## src/hdl/ppmp_pkg.sv

```systemverilog
`timescale 1ns / 1ps
package ppmp_pkg;

  // Result kinds, carried on tuser of the output stream.
  localparam logic [2:0] KIND_WIDTH  = 3'd0;
  localparam logic [2:0] KIND_HEIGHT = 3'd1;
  localparam logic [2:0] KIND_MAXVAL = 3'd2;
  localparam logic [2:0] KIND_SAMPLE = 3'd3;
  localparam logic [2:0] KIND_ERROR  = 3'd4;

  // Parse phases.
  localparam logic [2:0] PH_MAGIC0 = 3'd0;
  localparam logic [2:0] PH_MAGIC1 = 3'd1;
  localparam logic [2:0] PH_HEADER = 3'd2;
  localparam logic [2:0] PH_DATA   = 3'd3;
  localparam logic [2:0] PH_ERROR  = 3'd4;

  // Characters of interest.
  localparam logic [7:0] CH_MAGIC_P = 8'h50;
  localparam logic [7:0] CH_MAGIC_3 = 8'h33;
  localparam logic [7:0] CH_HASH    = 8'h23;
  localparam logic [7:0] CH_NEWLINE = 8'h0A;
  localparam logic [7:0] CH_ZERO    = 8'h30;
  localparam logic [7:0] CH_NINE    = 8'h39;

  // Number of header fields (width, height, maxval).
  localparam logic [1:0] HDR_FIELDS = 2'd3;
  localparam logic [1:0] LAST_CHANNEL = 2'd2;

  // Normalized value of full scale in Q1.16.
  localparam logic [16:0] NORM_ONE = 17'h10000;

  // One quotient bit per divider step.
  localparam int DIV_STEPS = 16;
  localparam int DIV_CNT_W = $clog2(DIV_STEPS);

  typedef struct packed {
    logic        done;
    logic [15:0] quotient;
  } div_res_t;

endpackage

```

## src/hdl/ppmp_divider.sv

```systemverilog
`timescale 1ns / 1ps
// Restoring divider: quotient = (dividend << 16) / divisor, dividend < divisor.
module ppmp_divider
  import ppmp_pkg::*;
(
  input  logic        clk,
  input  logic        rst,
  input  logic        start,
  input  logic [15:0] dividend,
  input  logic [15:0] divisor,
  output div_res_t    res
);

  logic                 busy;
  logic                 done;
  logic [DIV_CNT_W-1:0] cnt;
  logic [16:0]          rem;
  logic [15:0]          quo;
  logic [15:0]          dvs;
  logic [16:0]          shifted;
  logic                 fits;

  // The remainder stays below the divisor, so one left shift fits 17 bits.
  assign shifted = {rem[15:0], 1'b0};
  assign fits    = shifted >= {1'b0, dvs};

  always_ff @(posedge clk) begin
    if (rst) begin
      busy <= 1'b0;
      done <= 1'b0;
      cnt  <= '0;
    end else begin
      done <= 1'b0;
      if (start) begin
        busy <= 1'b1;
        cnt  <= '0;
      end else if (busy) begin
        cnt <= cnt + 1'b1;
        if (cnt == DIV_CNT_W'(DIV_STEPS - 1)) begin
          busy <= 1'b0;
          done <= 1'b1;
        end
      end
    end
  end

  always_ff @(posedge clk) begin
    if (start) begin
      rem <= {1'b0, dividend};
      quo <= '0;
      dvs <= divisor;
    end else if (busy) begin
      rem <= fits ? (shifted - {1'b0, dvs}) : shifted;
      quo <= {quo[14:0], fits};
    end
  end

  assign res.done     = done;
  assign res.quotient = quo;

endmodule

```

## src/hdl/ascii_ppm_stream_parser_top.sv

```systemverilog
// ASCII PPM (P3) stream parser.
// The slave stream takes one file byte per word on s_tdata, with s_tlast set on
// the final byte of a file. The master stream returns one word per header
// field, per sample, or one format error; m_tuser carries the kind of the word.
// A byte that ends no number and is no bad magic byte returns nothing.
// A byte that completes a header field, an error, or a sample that
// saturates at full scale has its word on the output register in the cycle after
// acceptance. A sample below maxval goes through the 16-step restoring
// divider, its word is registered when the divider signals done, and no byte is
// taken while the division runs. Other bytes are taken at one per cycle while
// no division runs and the receiver does not stall.
// s_tready is high only while no division runs and the output register is
// empty or being emptied in that cycle. When the receiver stalls, the word is
// held and no further bytes are taken until it leaves.
// Synchronous reset clears the parse state to "expect magic" and empties the
// output register. A byte with s_tlast also returns the parser to that state
// once its own result, including a flushed final number, has been produced.
`timescale 1ns / 1ps
module ascii_ppm_stream_parser_top
  import ppmp_pkg::*;
(
  input  logic        clk,
  input  logic        rst,
  input  logic        s_tvalid,
  output logic        s_tready,
  input  logic [7:0]  s_tdata,   // [7:0] data_byte
  input  logic        s_tlast,   // last_byte
  output logic        m_tvalid,
  input  logic        m_tready,
  output logic [39:0] m_tdata,   // [15:0] item_value, [17:16] channel_index,
                                 // [34:18] normalized_sample, [39:35] zero
  output logic [2:0]  m_tuser    // [2:0] item_kind
);

  // Sequencer codes.
  localparam logic ST_IDLE = 1'b0;
  localparam logic ST_DIV  = 1'b1;

  logic        state;

  // Parse state.
  logic [2:0]  phase, phase_next;
  logic [1:0]  hdr_done, hdr_done_next;
  logic [15:0] acc, acc_next;
  logic        seen, seen_next;
  logic        in_cmt, in_cmt_next;
  logic [15:0] maxv, maxv_next;
  logic [1:0]  chan, chan_next;

  // Result of the current byte.
  logic        res_valid;
  logic [2:0]  res_kind;
  logic [15:0] res_value;
  logic [1:0]  res_ch;
  logic        res_sample;
  logic        full_scale;
  logic        need_div;

  logic        is_digit;
  logic [19:0] acc_wide;
  logic [15:0] acc_sat;
  logic        accept;

  // Pending sample during a division.
  logic [15:0] pend_value;
  logic [1:0]  pend_ch;
  div_res_t    div_res;

  // Output register.
  logic        out_valid;
  logic [2:0]  out_kind;
  logic [15:0] out_value;
  logic [1:0]  out_ch;
  logic [16:0] out_norm;

  assign s_tready = (state == ST_IDLE) && (!out_valid || m_tready);
  assign accept   = s_tvalid && s_tready;

  assign is_digit = (s_tdata >= CH_ZERO) && (s_tdata <= CH_NINE);
  // acc * 10 + digit as shift-and-add; the digit is the low nibble of its code.
  assign acc_wide = {1'b0, acc, 3'b000} + {3'b000, acc, 1'b0} + {16'd0, s_tdata[3:0]};
  assign acc_sat  = (|acc_wide[19:16]) ? 16'hFFFF : acc_wide[15:0];

  always_comb begin
    phase_next    = phase;
    hdr_done_next = hdr_done;
    acc_next      = acc;
    seen_next     = seen;
    in_cmt_next   = in_cmt;
    maxv_next     = maxv;
    chan_next     = chan;
    res_valid     = 1'b0;
    res_kind      = KIND_WIDTH;
    res_value     = '0;
    res_ch        = '0;
    res_sample    = 1'b0;

    unique case (phase)
      PH_MAGIC0, PH_MAGIC1: begin
        if (s_tdata == ((phase == PH_MAGIC0) ? CH_MAGIC_P : CH_MAGIC_3)) begin
          phase_next = phase + 3'd1;
        end else begin
          res_valid  = 1'b1;
          res_kind   = KIND_ERROR;
          phase_next = PH_ERROR;
        end
      end
      PH_HEADER: begin
        if (in_cmt) begin
          if (s_tdata == CH_NEWLINE) begin
            in_cmt_next = 1'b0;
          end
        end else if (is_digit) begin
          if (hdr_done == HDR_FIELDS) begin
            phase_next = PH_DATA;
          end
          acc_next  = acc_sat;
          seen_next = 1'b1;
        end else begin
          if (seen && hdr_done != HDR_FIELDS) begin
            res_valid     = 1'b1;
            res_kind      = {1'b0, hdr_done};
            res_value     = acc;
            hdr_done_next = hdr_done + 2'd1;
            if ({1'b0, hdr_done} == KIND_MAXVAL) begin
              maxv_next = acc;
            end
            acc_next  = '0;
            seen_next = 1'b0;
          end
          if (s_tdata == CH_HASH) begin
            in_cmt_next = 1'b1;
          end
        end
      end
      PH_DATA: begin
        if (is_digit) begin
          acc_next  = acc_sat;
          seen_next = 1'b1;
        end else if (seen) begin
          res_valid  = 1'b1;
          res_kind   = KIND_SAMPLE;
          res_value  = acc;
          res_ch     = chan;
          res_sample = 1'b1;
        end
      end
      default: begin
      end
    endcase

    // A final number with no separator after it is flushed on the last byte.
    if (s_tlast && !res_valid && seen_next) begin
      if (phase_next == PH_HEADER && hdr_done_next != HDR_FIELDS) begin
        res_valid = 1'b1;
        res_kind  = {1'b0, hdr_done_next};
        res_value = acc_next;
      end else if (phase_next == PH_DATA) begin
        res_valid  = 1'b1;
        res_kind   = KIND_SAMPLE;
        res_value  = acc_next;
        res_ch     = chan;
        res_sample = 1'b1;
      end
    end

    if (res_sample) begin
      chan_next = (chan == LAST_CHANNEL) ? 2'd0 : chan + 2'd1;
      acc_next  = '0;
      seen_next = 1'b0;
    end

    // The last byte of a file returns all parse state to its reset values.
    if (s_tlast) begin
      phase_next    = PH_MAGIC0;
      hdr_done_next = '0;
      acc_next      = '0;
      seen_next     = 1'b0;
      in_cmt_next   = 1'b0;
      maxv_next     = '0;
      chan_next     = '0;
    end
  end

  // maxval 0 and a sample at or above maxval both read as full scale.
  assign full_scale = (maxv == 16'd0) || (res_value >= maxv);
  assign need_div   = res_sample && !full_scale;

  ppmp_divider u_div (
    .clk      (clk),
    .rst      (rst),
    .start    (accept && need_div),
    .dividend (res_value),
    .divisor  (maxv),
    .res      (div_res)
  );

  always_ff @(posedge clk) begin
    if (rst) begin
      state     <= ST_IDLE;
      phase     <= PH_MAGIC0;
      hdr_done  <= '0;
      acc       <= '0;
      seen      <= 1'b0;
      in_cmt    <= 1'b0;
      maxv      <= '0;
      chan      <= '0;
      out_valid <= 1'b0;
    end else begin
      if (out_valid && m_tready) begin
        out_valid <= 1'b0;
      end
      unique case (state)
        ST_IDLE: begin
          if (accept) begin
            phase    <= phase_next;
            hdr_done <= hdr_done_next;
            acc      <= acc_next;
            seen     <= seen_next;
            in_cmt   <= in_cmt_next;
            maxv     <= maxv_next;
            chan     <= chan_next;
            if (need_div) begin
              state <= ST_DIV;
            end else if (res_valid) begin
              out_valid <= 1'b1;
            end
          end
        end
        ST_DIV: begin
          if (div_res.done) begin
            state     <= ST_IDLE;
            out_valid <= 1'b1;
          end
        end
        default: begin
          state <= ST_IDLE;
        end
      endcase
    end
  end

  // Payload registers.
  always_ff @(posedge clk) begin
    if (state == ST_IDLE && accept) begin
      pend_value <= res_value;
      pend_ch    <= res_ch;
      if (res_valid && !need_div) begin
        out_kind  <= res_kind;
        out_value <= res_value;
        out_ch    <= res_ch;
        out_norm  <= res_sample ? NORM_ONE : 17'd0;
      end
    end else if (state == ST_DIV && div_res.done) begin
      out_kind  <= KIND_SAMPLE;
      out_value <= pend_value;
      out_ch    <= pend_ch;
      out_norm  <= {1'b0, div_res.quotient};
    end
  end

  assign m_tvalid = out_valid;
  assign m_tuser  = out_kind;
  assign m_tdata  = {5'd0, out_norm, out_ch, out_value};

endmodule

```

## config.mk

```make
export PLATFORM = sky130hd
export DESIGN_NAME = ascii_ppm_stream_parser_top
export DESIGN_NICKNAME = d
export VERILOG_FILES = /design/src/hdl/ppmp_pkg.sv /design/src/hdl/ppmp_divider.sv /design/src/hdl/ascii_ppm_stream_parser_top.sv
export SDC_FILE = /design/constraint.sdc
export NUM_CORES = 1
export LEC_CHECK = 0
export ABC_AREA = 1
export BUFFER_PORTS_ARGS = -buffer_cell sky130_fd_sc_hd__buf_2
export CAP_MARGIN = 30
export CORE_UTILIZATION = 48
export CTS_BUF_LIST = sky130_fd_sc_hd__clkbuf_4
export DETAILED_ROUTE_END_ITERATION = 6
export PLACE_DENSITY = 0.76
export SLEW_MARGIN = 15
export SYNTH_ARGS = -nofsm -noshare
export SYNTH_HDL_FRONTEND = slang
export SYNTH_SLANG_ARGS = --single-unit
```

## constraint.sdc

```tcl
create_clock -name clk -period 11.53 [get_ports clk]
set_input_delay 1.153 -clock clk [delete_from_list [all_inputs] [get_ports clk]]
set_output_delay 1.153 -clock clk [all_outputs]
set_load 0.01 [all_outputs]
```

==> flow_summary_export.csv <==
group,metric,value,unit
run_status,outcome,"completed",
synth,synth_cell_types,47,
worst_setup_path,end_kind,"flop",
power_and_ir_drop,cellLeakagePower,5.26,nW
place,post-place-ws,4.89,ns
sta,grt_setup_unrepaired,"false",
power_and_ir_drop,total_power,1.08,mW
sta,hold_viol,0,
sta,worst_slack,5.44,ns
worst_setup_path,crit_fanout,37,
final_layout,drive_gt1_share,8.37,%
worst_setup_path,critical_path_class,"in -> reg",
sta,tns,0,ns
synth,synth_edf_count,88,
worst_setup_path,r2r_cells,27,
sta,setup_violations,0,
synth,async_flop_share,0,%
final_layout,area_growth,7.30,%
floorplan,die_x,147,µm
power_and_ir_drop,powerDensity,100,nW/µm²
floorplan,fp.dieH,147,µm
sta,max_freq,164,MHz
clock_network,root_buffer,"clkbuf_4",
sta,fin_crit_sh,52.8,%
floorplan,core,20400,µm²
synth,ys_seq_area_share,39.3,%
floorplan,pin_count,58,
worst_setup_path,crit_family,"simple AND/OR/NAND/NOR gates",
sta,layout_min_cycle_time,6.09,ns
power_and_ir_drop,clockPowerShare,33.1,%
clock_network,htreeDepth,4,
clock_network,cts_tree,"built",
drt,first_pass_iters,6,
drt,routed_wl,23100,µm
job,max-cap-violations,0,
power_and_ir_drop,sw_frac_of_total,27.7,%
drt,ant_nets,0,
grt,first_global_vias,8209,
place,dpl.hpwl,16800,µm
grt,grt_start_max_net_pins,65,
clock_network,cts_made_buffers,17,
grt,grt_util_all_layers,22.2,%
worst_setup_path,cp_common_cell,"nand2_1",
final_layout,nets,1495,
worst_hold_path,holdCritPathClass,"reg -> reg",
worst_setup_path,critPathBufInv,3,
power_and_ir_drop,p_comb_share,9.4,%
synth,synth_seq_cells,153,
worst_setup_path,cp_slowest_cell,"nand2_1",
synth,ys.warnings.count,0,
final_layout,final_area,10800,µm²
drt,vias_per_cell,5.25,
sta,skew,0.0236,ns
sta,max_slew_margin,38.8,%
drt,via_count,8890,
clock_network,clk_pin_slew_worst_paths,0.13,ns
sta,tightest_slew,0.917,ns
grt,grt_overflow,0,
drt,drt-initial-drc-count,886,
sta,slew_violations,0,
worst_setup_path,required,11.74,ns
worst_hold_path,hold_depth,0,
floorplan,start_util,49.3,%
place,gp_congestion,0.913,
clock_network,cts_buffer_depth,2,
clock_network,cts_hold_buf,0,
worst_setup_path,critPathArrivalTime,6.30,ns
power_and_ir_drop,seq_power_share,57.5,%
power_and_ir_drop,vdd_ir_drop_max,71.3,µV
clock_network,clk_latency,0.58,ns
place,port_buffers,52,
place,placed_area,10400,µm²
floorplan,dieArea,21500,µm²
worst_setup_path,path_depth,28,
synth,avgSynthCellArea,7.27,µm²
synth,synth_area,10000,µm²
floorplan,num_rows,52,
power_and_ir_drop,switchingPower,0.298,mW
clock_network,cts_sinks,153,
synth,synthCells,1380,
drt,drc,0,
grt,grt_pass1_wl,38900,µm
final_layout,n_fill_cell,1912,
worst_setup_path,start_kind,"input pin",
grt,antenna_found_initial,1,
synth,ys.flop_type,"edfxtp_1",
power_and_ir_drop,intPower,0.779,mW
drt,wire_per_inst,13.7,µm
clock_network,cts_resized,0,
clock_network,postCtsSetupRepairBufs,0,
worst_setup_path,critPathMaxStageDelay,0.72,ns
-- worst paths after layout --
check	slack, ns	end	start
max	5.44	u_div.rem[8]$_DFFE_PP_	s_tdata[3]
min	0.45	u_div.dvs[4]$_DFFE_PP_	maxv[4]$_SDFFE_PP0P_
max reg2reg	5.70	u_div.rem[8]$_DFFE_PP_	acc[0]$_SDFFE_PP0P_
min reg2reg	0.45	u_div.dvs[4]$_DFFE_PP_	maxv[4]$_SDFFE_PP0P_
-- kinds of logic after synthesis --
group,after synthesis,synth area share [%]
adder cells (fa/ha/maj),74,9.45
other,1,0.0374
AND/OR/NAND/NOR,663,27.4
AO/OA/AOI/OAI,210,11.9
flip-flops,153,39.3
buffers and inverters,260,10.2
XOR/XNOR,19,1.66
-- sequential cells by signal, summed over array words and instances, names as in the netlist --
name        cells
chan            2
acc            16
u_div.busy      1
u_div.done      1
u_div.cnt       4
m_tuser         3
out_norm       17
seen            1
pend_ch         2
m_tvalid        1
pend_value     16
phase           3
out_value      16
out_ch          2
hdr_done        2
state           1
u_div.dvs      16
u_div.rem      16
maxv           16
u_div.quo      16
in_cmt          1
-- Yosys cell counts, types with 2 or more instances --
cell / instances / share of area (%)
nand2_1: 464 / 17
inv_1: 199 / 7.4
a21oi_1: 134 / 6.7
edfxtp_1: 88 / 26
nand3_1: 86 / 4.3
ha_1: 71 / 8.9
dfxtp_1: 65 / 13
nor2_1: 62 / 2.3
clkbuf_1: 27 / 1.0
o211ai_1: 22 / 1.6
o21ai_0: 20 / 1.0
a211oi_1: 17 / 1.3
nand4_1: 14 / 0.87
nor3_1: 11 / 0.55
xor2_1: 10 / 0.87
xnor2_1: 9 / 0.79
buf_1: 8 / 0.30
buf_2: 7 / 0.35
buf_4: 7 / 0.52
inv_2: 7 / 0.26
nand2_2: 4 / 0.25
or2_2: 4 / 0.25
and2_1: 3 / 0.19
fa_1: 3 / 0.60
nand3_2: 3 / 0.30
nor2_2: 3 / 0.19
nor4_1: 3 / 0.19
o21ai_2: 3 / 0.26
buf_6: 2 / 0.22
clkinv_1: 2 / 0.075
nor2_4: 2 / 0.22
o21a_1: 2 / 0.15
o21ai_1: 2 / 0.10
o21bai_1: 2 / 0.15
o31ai_1: 2 / 0.15
-- power groups by stage --
stage | registers (mW) | logic (mW) | clock network [mW]
2_1_floorplan | 0.636 | 0.0632 | 0
3_3_place_gp | 0.630 | 0.0975 | 0
3_5_place_dp | 0.631 | 0.0999 | 0
4_1_cts | 0.619 | 0.101 | 0.364
5_1_grt | 0.622 | 0.114 | 0.384
6_report | 0.619 | 0.101 | 0.356
-- worst reg2reg max path: stages (launching register included) --
cell	delay, ns
dfxtp_1	0.43
fa_1	0.56
inv_1	0.06
fa_1	0.46
inv_1	0.09
nand3_1	0.06
nand2_1	0.13
nand2_1	0.07
nand2_1	0.09
nand2_1	0.07
nand3_1	0.07
nand2_1	0.06
nor2_2	0.50
nand3_1	0.17
nand2_1	0.10
nand2_1	0.07
nand3_1	0.07
nand2_1	0.13
ha_1	0.33
a21oi_1	0.16
o21ai_0	0.09
nand2_1	0.07
o211ai_1	0.12
nand2_1	0.08
nand3_1	0.07
nor2_1	0.22
nand3_4	0.38
nand2_1	0.73
-- metal layers --
metal	up-vias	routed length, µm	track usage, %
met3	33	1180	3.06
met1	4047	10700	29.5
met2	280	10800	36.9
met5	-	0	0
li1	4530	-	-
met4	0	430	7.81
-- through the flow --
step	instances	util, %	hold WS (ns)
6_report	1692	52.9	0.450
3_3_place_gp	1658	51.2	0.412
5_1_grt	1692	52.9	0.470
2_1_floorplan	1384	-	0.408
3_5_place_dp	1658	51.2	0.417
4_1_cts	1690	52.7	0.451
-- final cells by class --
| cell class | count | area [µm²] | area share, % |
|---|---|---|---|
| antenna | 1 | 2.50 | 0.0232 |
| tap | 270 | 338 | 3.14 |
| sequential | 153 | 3940 | 36.6 |
| clock inverter | 15 | 183 | 1.70 |
| multi-input combinational | 971 | 5080 | 47.2 |
| clock buffer | 17 | 128 | 1.19 |
| timing repair buffer | 56 | 303 | 2.81 |
| inverter | 209 | 786 | 7.30 |
-- cells in the final DEF (no fill, tap or decap), types with 3 or more instances in the layout --
cell type and instances:
xnor2_1 9, and2_1 3, nor2_1 62, buf_4 3, buf_2 52, inv_6 5
nand2_1 462, o211ai_1 22, o21ai_0 20, ha_1 71, inv_8 3, nor3_1 11
inv_1 199, dfxtp_1 65, nand2_2 6, clkbuf_4 17, clkinv_1 3, nor2_2 3
xor2_1 10, edfxtp_1 88, o21ai_2 3, conb_1 5, a211oi_1 17, nand3_2 3
inv_2 7, nand4_1 14, fa_1 3, nor4_1 3, nand3_1 86, or2_2 4
a21oi_1 134
(Power assumes the default switching activity.)
